`config.mk`:
```
export PLATFORM = sky130hd
export DESIGN_NAME = ir_distance_average_linearize
export DESIGN_NICKNAME = d
export VERILOG_FILES = /design/src/rtl/core/irdal_pkg.sv /design/src/rtl/core/irdal_divider.sv /design/src/rtl/core/irdal_segment.sv /design/src/rtl/core/ir_distance_average_linearize.sv
export SDC_FILE = /design/constraint.sdc
export NUM_CORES = 1
export LEC_CHECK = 0
export BUFFER_PORTS_ARGS = -buffer_cell sky130_fd_sc_hd__buf_2
export CAP_MARGIN = 20
export CORE_UTILIZATION = 59
export DETAILED_ROUTE_END_ITERATION = 16
export PLACE_DENSITY = 0.81
export SYNTH_ARGS = -nofsm -noshare
export SYNTH_HDL_FRONTEND = slang
export SYNTH_SLANG_ARGS = --single-unit
```
`constraint.sdc`:
```
create_clock -name clk_i -period 9.6 [get_ports clk_i]
set_input_delay 0.48 -clock clk_i [delete_from_list [all_inputs] [get_ports clk_i]]
set_output_delay 0.48 -clock clk_i [all_outputs]
set_load 0.02 [all_outputs]
```
`src/rtl/core/irdal_pkg.sv`:
```
// ----------------------------------------------------------------------------
// irdal_pkg
// Shared types, constants and breakpoint tables for the infrared distance
// averaging and linearization block.
// ----------------------------------------------------------------------------
`default_nettype none

package irdal_pkg;

  // Default width of a converter sample.
  localparam int unsigned SampleBitsDefault = 10;

  // Accumulator, mean and divider widths.
  localparam int unsigned SumW     = 16;
  localparam int unsigned CountW   = 6;
  localparam int unsigned DivisorW = 12;
  localparam int unsigned DistW    = 7;
  localparam int unsigned MeanOutW = 10;
  localparam int unsigned SegIdxW  = 3;
  localparam int unsigned SegDistW = 8;

  // One quotient bit is resolved per divider step.
  localparam int unsigned DivSteps = SumW;
  localparam int unsigned StepCntW = $clog2(DivSteps);

  localparam logic [CountW-1:0] CountReset = CountW'(20);
  localparam logic [SumW-1:0]   MeanFloor  = SumW'(80);
  localparam logic [DistW-1:0]  DistMax    = DistW'(80);
  localparam int unsigned       NumSegs    = 7;

  // The segment with a slope of exactly two counts per centimeter.
  localparam logic [SegIdxW-1:0] SegHalf = SegIdxW'(2);

  typedef enum logic [2:0] {
    ST_IDLE,
    ST_MEAN,
    ST_MAP,
    ST_DROP,
    ST_OUT
  } state_e;

  // Request to the shared divider.
  typedef struct packed {
    logic                start;
    logic [SumW-1:0]     dividend;
    logic [DivisorW-1:0] divisor;
  } div_req_t;

  // Status from the shared divider.
  typedef struct packed {
    logic            busy;
    logic            done;
    logic [SumW-1:0] quotient;
  } div_rsp_t;

  // Segment lookup result for one mean value.
  typedef struct packed {
    logic                low;
    logic                high;
    logic                exact;
    logic [SegIdxW-1:0]  idx;
    logic [SegDistW-1:0] delta;
  } seg_t;

  // Upper breakpoint of each segment.
  function automatic logic [SumW-1:0] bp_hi(input logic [SegIdxW-1:0] idx);
    logic [SumW-1:0] v;
    case (idx)
      3'd0:    v = SumW'(87);
      3'd1:    v = SumW'(106);
      3'd2:    v = SumW'(124);
      3'd3:    v = SumW'(150);
      3'd4:    v = SumW'(196);
      3'd5:    v = SumW'(276);
      default: v = SumW'(490);
    endcase
    return v;
  endfunction

  // Lower breakpoint of each segment.
  function automatic logic [SumW-1:0] bp_lo(input logic [SegIdxW-1:0] idx);
    logic [SumW-1:0] v;
    case (idx)
      3'd0:    v = SumW'(80);
      3'd1:    v = SumW'(87);
      3'd2:    v = SumW'(106);
      3'd3:    v = SumW'(124);
      3'd4:    v = SumW'(150);
      3'd5:    v = SumW'(196);
      default: v = SumW'(276);
    endcase
    return v;
  endfunction

  // Distance at each breakpoint, in centimeters.
  function automatic logic [DistW-1:0] bp_cm(input logic [SegIdxW-1:0] idx);
    logic [DistW-1:0] v;
    case (idx)
      3'd0:    v = DistW'(80);
      3'd1:    v = DistW'(70);
      3'd2:    v = DistW'(60);
      3'd3:    v = DistW'(50);
      3'd4:    v = DistW'(40);
      3'd5:    v = DistW'(30);
      3'd6:    v = DistW'(20);
      default: v = DistW'(10);
    endcase
    return v;
  endfunction

  // Segment slope in hundredths of a count per centimeter.
  function automatic logic [DivisorW-1:0] slope(input logic [SegIdxW-1:0] idx);
    logic [DivisorW-1:0] v;
    case (idx)
      3'd0:    v = DivisorW'(77);
      3'd1:    v = DivisorW'(211);
      3'd2:    v = DivisorW'(200);
      3'd3:    v = DivisorW'(288);
      3'd4:    v = DivisorW'(511);
      3'd5:    v = DivisorW'(888);
      default: v = DivisorW'(2377);
    endcase
    return v;
  endfunction

endpackage

`default_nettype wire

```
`src/rtl/core/irdal_divider.sv`:
```
// ----------------------------------------------------------------------------
// irdal_divider
// Shared restoring divider that resolves one quotient bit per cycle.
// ----------------------------------------------------------------------------
`default_nettype none

module irdal_divider (
  input  wire                        clk_i,
  input  wire                        rst_ni,
  input  wire irdal_pkg::div_req_t   req_i,
  output irdal_pkg::div_rsp_t        rsp_o
);

  localparam int unsigned SumW     = irdal_pkg::SumW;
  localparam int unsigned DivisorW = irdal_pkg::DivisorW;
  localparam int unsigned StepCntW = irdal_pkg::StepCntW;
  localparam logic [StepCntW-1:0] LastStep = StepCntW'(irdal_pkg::DivSteps - 1);

  logic                busy_q, busy_d;
  logic                done_q, done_d;
  logic [StepCntW-1:0] cnt_q, cnt_d;
  logic [DivisorW-1:0] rem_q, rem_d;
  logic [DivisorW-1:0] dsr_q, dsr_d;
  logic [SumW-1:0]     quo_q, quo_d;

  logic [DivisorW:0] shifted;
  logic [DivisorW:0] diff;
  logic              fits;

  always_comb begin
    shifted = {rem_q, quo_q[SumW-1]};
    diff    = shifted - {1'b0, dsr_q};
    fits    = shifted >= {1'b0, dsr_q};

    busy_d = busy_q;
    done_d = 1'b0;
    cnt_d  = cnt_q;
    rem_d  = rem_q;
    dsr_d  = dsr_q;
    quo_d  = quo_q;

    if (req_i.start) begin
      busy_d = 1'b1;
      cnt_d  = '0;
      rem_d  = '0;
      dsr_d  = req_i.divisor;
      quo_d  = req_i.dividend;
    end else if (busy_q) begin
      rem_d = fits ? diff[DivisorW-1:0] : shifted[DivisorW-1:0];
      quo_d = {quo_q[SumW-2:0], fits};
      cnt_d = cnt_q + StepCntW'(1);
      if (cnt_q == LastStep) begin
        busy_d = 1'b0;
        done_d = 1'b1;
      end
    end
  end

  always_ff @(posedge clk_i or negedge rst_ni) begin
    if (!rst_ni) begin
      busy_q <= 1'b0;
      done_q <= 1'b0;
      cnt_q  <= '0;
    end else begin
      busy_q <= busy_d;
      done_q <= done_d;
      cnt_q  <= cnt_d;
    end
  end

  always_ff @(posedge clk_i) begin
    rem_q <= rem_d;
    dsr_q <= dsr_d;
    quo_q <= quo_d;
  end

  assign rsp_o.busy     = busy_q;
  assign rsp_o.done     = done_q;
  assign rsp_o.quotient = quo_q;

endmodule

`default_nettype wire

```
`src/rtl/core/irdal_segment.sv`:
```
// ----------------------------------------------------------------------------
// irdal_segment
// Locates the linearization segment that holds a mean value.
// ----------------------------------------------------------------------------
`default_nettype none

module irdal_segment (
  input  wire [irdal_pkg::SumW-1:0] mean_i,
  output irdal_pkg::seg_t           seg_o
);

  localparam int unsigned SumW    = irdal_pkg::SumW;
  localparam int unsigned SegIdxW = irdal_pkg::SegIdxW;

  logic               found;
  logic [SegIdxW-1:0] idx;
  logic [SumW-1:0]    dist_full;

  // Pick the first segment whose upper breakpoint is at or above the mean.
  always_comb begin
    found = 1'b0;
    idx   = SegIdxW'(irdal_pkg::NumSegs - 1);
    for (int k = irdal_pkg::NumSegs - 1; k >= 0; k--) begin
      if (mean_i <= irdal_pkg::bp_hi(SegIdxW'(k))) begin
        found = 1'b1;
        idx   = SegIdxW'(k);
      end
    end
    dist_full = mean_i - irdal_pkg::bp_lo(idx);
  end

  assign seg_o.low   = mean_i <= irdal_pkg::MeanFloor;
  assign seg_o.high  = !found;
  assign seg_o.exact = mean_i == irdal_pkg::bp_hi(idx);
  assign seg_o.idx   = idx;
  assign seg_o.delta = dist_full[irdal_pkg::SegDistW-1:0];

endmodule

`default_nettype wire

```
`src/rtl/core/ir_distance_average_linearize.sv`:
```
// A sample that does not close a group is taken and yields nothing. A closing
// sample passes the mean division in ST_MEAN, ST_MAP, a slope division in
// ST_DROP when the segment needs one, and ST_OUT, which waits for the output.
// Throughput: one sample per cycle inside a group; no sample is taken while
// a closing sample is in progress (one or two 16-step shared divisions).
// Reset: asynchronous, active low; clears the sum, the count, the held
// distance and the output valid, and sets the sample count to 20.
// ----------------------------------------------------------------------------
// ir_distance_average_linearize
// Averages a configurable number of infrared sensor samples and converts the
// mean to centimeters on piecewise-linear segments.
// ----------------------------------------------------------------------------
`default_nettype none

module ir_distance_average_linearize #(
  parameter int unsigned SAMPLE_BITS = irdal_pkg::SampleBitsDefault
) (
  input  wire                             clk_i,
  input  wire                             rst_ni,
  // Configuration: samples averaged per result.
  input  wire                             cfg_we_i,
  input  wire [irdal_pkg::CountW-1:0]     cfg_data_i,
  // Sample channel.
  input  wire                             in_valid_i,
  output logic                            in_ready_o,
  input  wire [SAMPLE_BITS-1:0]           sample_i,
  // Result channel.
  output logic                            out_valid_o,
  input  wire                             out_ready_i,
  output logic [irdal_pkg::DistW-1:0]     distance_cm_o,
  output logic [irdal_pkg::MeanOutW-1:0]  mean_value_o,
  output logic                            out_of_range_o
);

  localparam int unsigned SumW     = irdal_pkg::SumW;
  localparam int unsigned CountW   = irdal_pkg::CountW;
  localparam int unsigned DivisorW = irdal_pkg::DivisorW;
  localparam int unsigned DistW    = irdal_pkg::DistW;
  localparam int unsigned MeanOutW = irdal_pkg::MeanOutW;
  localparam int unsigned SegIdxW  = irdal_pkg::SegIdxW;

  irdal_pkg::state_e state_q, state_d;

  logic [CountW-1:0] count_q, count_d;
  logic [SumW-1:0]   sum_q, sum_d;
  logic [CountW-1:0] seen_q, seen_d;
  logic [DistW-1:0]  last_q, last_d;
  logic [SumW-1:0]   mean_q, mean_d;
  logic [DistW-1:0]  cm_q, cm_d;
  logic              ok_q, ok_d;

  logic                out_valid_q, out_valid_d;
  logic [DistW-1:0]    out_dist_q, out_dist_d;
  logic [MeanOutW-1:0] out_mean_q, out_mean_d;
  logic                out_oor_q, out_oor_d;

  irdal_pkg::div_req_t div_req;
  irdal_pkg::div_rsp_t div_rsp;
  irdal_pkg::seg_t     seg;

  logic [SumW-1:0]   sum_next;
  logic [CountW-1:0] n_next;
  logic [CountW-1:0] need;
  logic [SumW-1:0]   dist_ext;
  logic [SumW-1:0]   drop_num;
  logic [DistW-1:0]  base_cm;
  logic [DistW-1:0]  held_dist;

  // The one shared arithmetic unit: it forms the mean first and then, for
  // most segments, the rounded-up distance drop inside the segment.
  irdal_divider u_divider (
    .clk_i  (clk_i),
    .rst_ni (rst_ni),
    .req_i  (div_req),
    .rsp_o  (div_rsp)
  );

  irdal_segment u_segment (
    .mean_i (mean_q),
    .seg_o  (seg)
  );

  // A count of zero behaves as a count of one.
  assign need     = (count_q == '0) ? CountW'(1) : count_q;
  assign sum_next = sum_q + SumW'(sample_i);
  assign n_next   = seen_q + CountW'(1);

  // Ceiling division numerator: d * 100 + K - 1, with d * 100 built from
  // shifts (64 + 32 + 4).
  assign dist_ext = SumW'(seg.delta);
  assign drop_num = (dist_ext << 6) + (dist_ext << 5) + (dist_ext << 2)
                  + SumW'(irdal_pkg::slope(seg.idx)) - SumW'(1);
  assign base_cm  = irdal_pkg::bp_cm(seg.idx);
  assign held_dist = ok_q ? cm_q : last_q;

  always_comb begin
    state_d     = state_q;
    count_d     = cfg_we_i ? cfg_data_i : count_q;
    sum_d       = sum_q;
    seen_d      = seen_q;
    last_d      = last_q;
    mean_d      = mean_q;
    cm_d        = cm_q;
    ok_d        = ok_q;
    out_valid_d = out_valid_q && !out_ready_i;
    out_dist_d  = out_dist_q;
    out_mean_d  = out_mean_q;
    out_oor_d   = out_oor_q;
    in_ready_o  = 1'b0;

    div_req.start    = 1'b0;
    div_req.dividend = '0;
    div_req.divisor  = '0;

    case (state_q)
      irdal_pkg::ST_IDLE: begin
        // Ready is high throughout this state, so a valid sample is taken.
        in_ready_o = 1'b1;
        if (in_valid_i) begin
          if (n_next < need) begin
            sum_d  = sum_next;
            seen_d = n_next;
          end else begin
            // Group complete: divide by the samples actually taken.
            sum_d            = '0;
            seen_d           = '0;
            div_req.start    = 1'b1;
            div_req.dividend = sum_next;
            div_req.divisor  = DivisorW'(n_next);
            state_d          = irdal_pkg::ST_MEAN;
          end
        end
      end
      irdal_pkg::ST_MEAN: begin
        if (div_rsp.done) begin
          mean_d  = div_rsp.quotient;
          state_d = irdal_pkg::ST_MAP;
        end
      end
      irdal_pkg::ST_MAP: begin
        ok_d    = 1'b1;
        state_d = irdal_pkg::ST_OUT;
        if (seg.low) begin
          cm_d = irdal_pkg::DistMax;
        end else if (seg.high) begin
          ok_d = 1'b0;
        end else if (seg.exact) begin
          // A mean on a breakpoint takes that breakpoint's distance.
          cm_d = irdal_pkg::bp_cm(SegIdxW'(seg.idx + SegIdxW'(1)));
        end else if (seg.idx == irdal_pkg::SegHalf) begin
          cm_d = base_cm - DistW'(seg.delta >> 1);
        end else begin
          div_req.start    = 1'b1;
          div_req.dividend = drop_num;
          div_req.divisor  = irdal_pkg::slope(seg.idx);
          state_d          = irdal_pkg::ST_DROP;
        end
      end
      irdal_pkg::ST_DROP: begin
        if (div_rsp.done) begin
          cm_d    = base_cm - div_rsp.quotient[DistW-1:0];
          state_d = irdal_pkg::ST_OUT;
        end
      end
      irdal_pkg::ST_OUT: begin
        // Wait until the output register is free, then publish.
        if (!out_valid_q || out_ready_i) begin
          out_valid_d = 1'b1;
          out_dist_d  = held_dist;
          out_mean_d  = mean_q[MeanOutW-1:0];
          out_oor_d   = !ok_q;
          last_d      = held_dist;
          state_d     = irdal_pkg::ST_IDLE;
        end
      end
      default: begin
        state_d = irdal_pkg::ST_IDLE;
      end
    endcase
  end

  always_ff @(posedge clk_i or negedge rst_ni) begin
    if (!rst_ni) begin
      state_q     <= irdal_pkg::ST_IDLE;
      count_q     <= irdal_pkg::CountReset;
      sum_q       <= '0;
      seen_q      <= '0;
      last_q      <= '0;
      out_valid_q <= 1'b0;
    end else begin
      state_q     <= state_d;
      count_q     <= count_d;
      sum_q       <= sum_d;
      seen_q      <= seen_d;
      last_q      <= last_d;
      out_valid_q <= out_valid_d;
    end
  end

  always_ff @(posedge clk_i) begin
    mean_q     <= mean_d;
    cm_q       <= cm_d;
    ok_q       <= ok_d;
    out_dist_q <= out_dist_d;
    out_mean_q <= out_mean_d;
    out_oor_q  <= out_oor_d;
  end

  assign out_valid_o    = out_valid_q;
  assign distance_cm_o  = out_dist_q;
  assign mean_value_o   = out_mean_q;
  assign out_of_range_o = out_oor_q;

`ifndef SYNTHESIS
  // The divider is never restarted while it is still iterating.
  a_div_no_restart: assert property (@(posedge clk_i) disable iff (!rst_ni)
    div_req.start |-> !div_rsp.busy)
    else $error("divider restarted while busy");

  // Once a group is closed, the accumulator stays clear until the result
  // has been published.
  a_group_cleared: assert property (@(posedge clk_i) disable iff (!rst_ni)
    (state_q != irdal_pkg::ST_IDLE) |-> (sum_q == '0 && seen_q == '0))
    else $error("accumulator not cleared while a result is in progress");

  // A published distance never exceeds the far end of the curve.
  a_dist_range: assert property (@(posedge clk_i) disable iff (!rst_ni)
    out_valid_o |-> (distance_cm_o <= irdal_pkg::DistMax))
    else $error("distance out of range");
`endif

endmodule

`default_nettype wire

```
==> summary.md <==
| Metric | Value |
|---|---|
| Clock-pin slew on the worst setup and hold paths | `50 ps` |
| Fraction of registers with async set/reset | `0.357` |
| Synth warnings | `0` |
| Vias in the first global route | `7,202` |
| Critical register-to-register path startpoint | `mean_q[10]` |
| Worst R2R Path Depth | `30` |
| Routability Congestion | `0.949` |
| Leading area contributor after synthesis | `sky130_fd_sc_hd__edfxtp_1` |
| Predominant post-synthesis flop cell | `sky130_fd_sc_hd__edfxtp_1` |
| Wire length per cell after detailed routing | `18.4 um` |
| Worst path setup slack after routing | `864 ps` |
| Area share of the largest cell type after synthesis | `0.219` |
| Reg-to-reg slack, setup | `860 ps` |
| I/O Pins | `41` |
| Pin count of the biggest net entering global routing | `46` |
| Share of cells above drive strength 1 | `0.122` |
| Setup Fix Bufs, Post-CTS | `0` |
| Result of the run | `finished clean` |
| Drt initial violations | `676` |
| Data arrival at the endpoint of the critical path | `8890 ps` |
| Required time of the worst setup path | `9750 ps` |
| Overflow left after global routing | `0` |
| Reg-to-reg endpoint | `u_divider.quo_q[13]` |
| Floorplan die width | `129 um` |
| Clk root buf | `sky130_fd_sc_hd__clkbuf_16` |
| Number of clock buffers inserted by TritonCTS | `17` |
| Setup WS pre-CTS | `993 ps` |
| Clock tree from TritonCTS | `built` |
| Post-synthesis area per instance | `9.60 um^2` |
| IO buf count | `40` |
| Final setup viols | `0` |
| Proportion of synthesized chip area in sequential cells | `0.364` |
| Htree depth | `4` |
| Total of hold buffers inserted after clock tree synthesis | `0` |
| Global routing usage summed across all routing layers | `0.291` |
| Row count | `45` |
| Post-route cell area | `10,400 um^2` |
| Total power per unit cell area | `250 nW/um^2` |
| Drt total wl | `22.8 mm` |
| CTS Sinks | `126` |
| Actual transition at the worst max-transition pin | `899 ps` |
| Nets@finish | `1,139` |
| Hold Path Class | `primary input to asynchronous set/reset pin` |
| Core Area | `15,400 um^2` |
| Total of max-cap violations | `0` |
| Setup_tns | `0 ps` |
| Final critical-path share of the clock period | `0.910` |
| # diodes | `0` |
| Hold Fails Final Rpt | `0` |
| Setup Crit Path Kind | `flip-flop to flip-flop` |
| Number of nets produced by synthesis | `1,113` |
| Buffer depth of the longest clock path | `2` |
| Most numerous cell in the Yosys netlist | `sky130_fd_sc_hd__inv_1` |
| Max VDD drop | `0.192 mV` |
| Number of enable-type register cells in the synthesized netlist | `69` |
| Antenna-violating nets left | `0` |
| Pins over their slew limit | `0` |
| Startpoint type of the worst setup path | `flip-flop` |
| Unique masters post-synth | `85` |
| Cell area after placement | `9790 um^2` |
| Area growth syn-to-layout | `10.1%` |
| Via-per-instance ratio | `6.13` |
| Top post-synthesis cells by area | `sky130_fd_sc_hd__edfxtp_1, sky130_fd_sc_hd__ha_1, sky130_fd_sc_hd__dfrtp_1, sky130_fd_sc_hd__inv_1, sky130_fd_sc_hd__fa_1` |
| Post-route minimum period | `8740 ps` |
| Die Area | `16,600 um^2` |
| Total of cells resized after clock tree synthesis | `0` |
| Number of cells produced by synthesis | `986` |
| Critical path's slowest cell | `sky130_fd_sc_hd__or4_1` |
| Achievable clock frequency | `114 MHz` |
| Setup skew after layout | `7.71 ps` |
| Worst-path fanout max | `21` |
| Final-layout fill cell count | `1,197` |
| Commonest cells in the netlist | `sky130_fd_sc_hd__inv_1, sky130_fd_sc_hd__ha_1, sky130_fd_sc_hd__nand2_1` |
| DRC violation count after routing | `0` |
| Cell area after technology mapping | `9460 um^2` |
| Number of synthesized register bits | `126` |
| Kind of end point of the critical path | `flip-flop` |
| Clock latency at the later pin of the worst-skew pair | `410 ps` |
| Number of vias after detailed routing | `7,580` |
| Die height | `129 um` |
| Lkg Pwr | `4.59 nW` |
| Antenna violations before repair | `0` |
| Starting density of the core | `0.613` |
| Slowest cell delay on critical path | `600 ps` |
| First-pass DRT Iterations | `6` |
| Normalized max-slew margin | `0.385` |
| First-pass GRT wire length | `37.0 mm` |
| HPWL after detailed placement | `16.8 mm` |
| Setup repair after global routing missed its margin | `no` |
-- power breakdown --
part	leakage [nW]	total (W)	internal, W	switching (W)
Sequential	1.31	0.000867	0.000748	0.000119
Combinational	2.97	0.00107	0.000452	0.000617
Clock	0.304	0.000671	0.000449	0.000222
-- worst max-delay path, delay by kind of cell (launching register included) --
family                     cells  cell delay [ps]
xor gates and xnor gates       3              740
DFF                            1              420
AOI/OAI and AO/OA              9             2130
buffers and inverters          3              390
and+or+nand+nor               10             2850
adders and majority gates      5             1950
-- routing by layer --
layer	vias to the layer above	global-route usage	share of wire
met5	-	0	0
met4	0	0.114	0.032
met3	58	0.0595	0.083
met2	330	0.466	0.47
met1	3573	0.389	0.42
li1	3619	-	-
-- registers in the layout, summed over array words and instances (netlist names), 3 cells and up --
register         flops
state_q              3
mean_q              16
u_divider.dsr_q     11
seen_q               6
last_q               7
u_divider.cnt_q      4
u_divider.rem_q     12
count_q              6
distance_cm_o        7
mean_value_o        10
sum_q               16
u_divider.quo_q     16
cm_q                 7
-- cells in the final DEF (no fill, tap or decap), types with 7 or more instances in the layout --
cell                        Yosys  final
sky130_fd_sc_hd__nand3_1       10     10
sky130_fd_sc_hd__dfrtp_1       43     43
sky130_fd_sc_hd__o31ai_1       19     19
sky130_fd_sc_hd__nand2_1       85     85
sky130_fd_sc_hd__o21a_1        15     15
sky130_fd_sc_hd__mux2i_1        8      8
sky130_fd_sc_hd__o211ai_1      10     10
sky130_fd_sc_hd__nor3_1        28     27
sky130_fd_sc_hd__a21o_1        20     20
sky130_fd_sc_hd__or3_1          8      8
sky130_fd_sc_hd__o21ai_0       45     45
sky130_fd_sc_hd__a21oi_1       61     61
sky130_fd_sc_hd__o22ai_1        7      7
sky130_fd_sc_hd__and3_1         8      8
sky130_fd_sc_hd__xor2_1        20     20
sky130_fd_sc_hd__mux2_2        15     15
sky130_fd_sc_hd__inv_1         98     98
sky130_fd_sc_hd__edfxtp_1      69     69
sky130_fd_sc_hd__xnor2_1       37     37
sky130_fd_sc_hd__a211oi_2      11     11
sky130_fd_sc_hd__clkbuf_16      0     19
sky130_fd_sc_hd__buf_2          6     40
sky130_fd_sc_hd__nand2b_1      10     10
sky130_fd_sc_hd__a221o_1        7      7
sky130_fd_sc_hd__ha_1          89     89
sky130_fd_sc_hd__fa_1          17     17
sky130_fd_sc_hd__nor2b_1       11     11
sky130_fd_sc_hd__dfxtp_1       12     12
sky130_fd_sc_hd__o31a_1         7      7
sky130_fd_sc_hd__nor2_1        62     62
sky130_fd_sc_hd__and2_1         9      9
-- cells by family after synthesis --
group / synth area share
muxes: 0.0263
xor gates and xnor gates: 0.0551
buffers and inverters: 0.0598
AOI/OAI and AO/OA: 0.199
DFF: 0.364
and+or+nand+nor: 0.142
adders and majority gates: 0.155
-- cell type report --
type | instances | area (um^2) | share of cell area
Clock inverter | 3 | 67.6 | 0.00648
Timing Repair Buffer | 46 | 249 | 0.0239
Sequential cell | 126 | 3440 | 0.330
Inverter | 100 | 375 | 0.0360
Clock buffer | 29 | 563 | 0.0540
Multi-Input combinational cell | 721 | 5460 | 0.524
Tap cell | 211 | 264 | 0.0253
-- per-stage QoR --
step	cells	hold slack (ps)	total power, W	utilization
2_1_floorplan	986	184	0.00168	-
3_3_place_gp	1203	430	0.00188	0.634
3_5_place_dp	1204	439	0.00192	0.635
4_1_cts	1236	169	0.00260	0.676
5_1_grt	1236	202	0.00277	0.676
6_report	1236	147	0.00261	0.676
-- worst max-delay path by stage --
stage | start | end | slack, ps | cells past startpoint
floorplan | mean_q[10] | u_divider.quo_q[13] | 2160 | 31
global placement | mean_q[10] | u_divider.quo_q[12] | 1340 | 29
finish | mean_q[10] | u_divider.quo_q[13] | 860 | 30
global route | mean_q[9] | u_divider.quo_q[14] | 360 | 29
detailed placement | mean_q[10] | u_divider.quo_q[13] | 990 | 30
CTS | mean_q[10] | u_divider.quo_q[13] | 950 | 30
No activity file was read; power rests on OpenSTA's default activity.
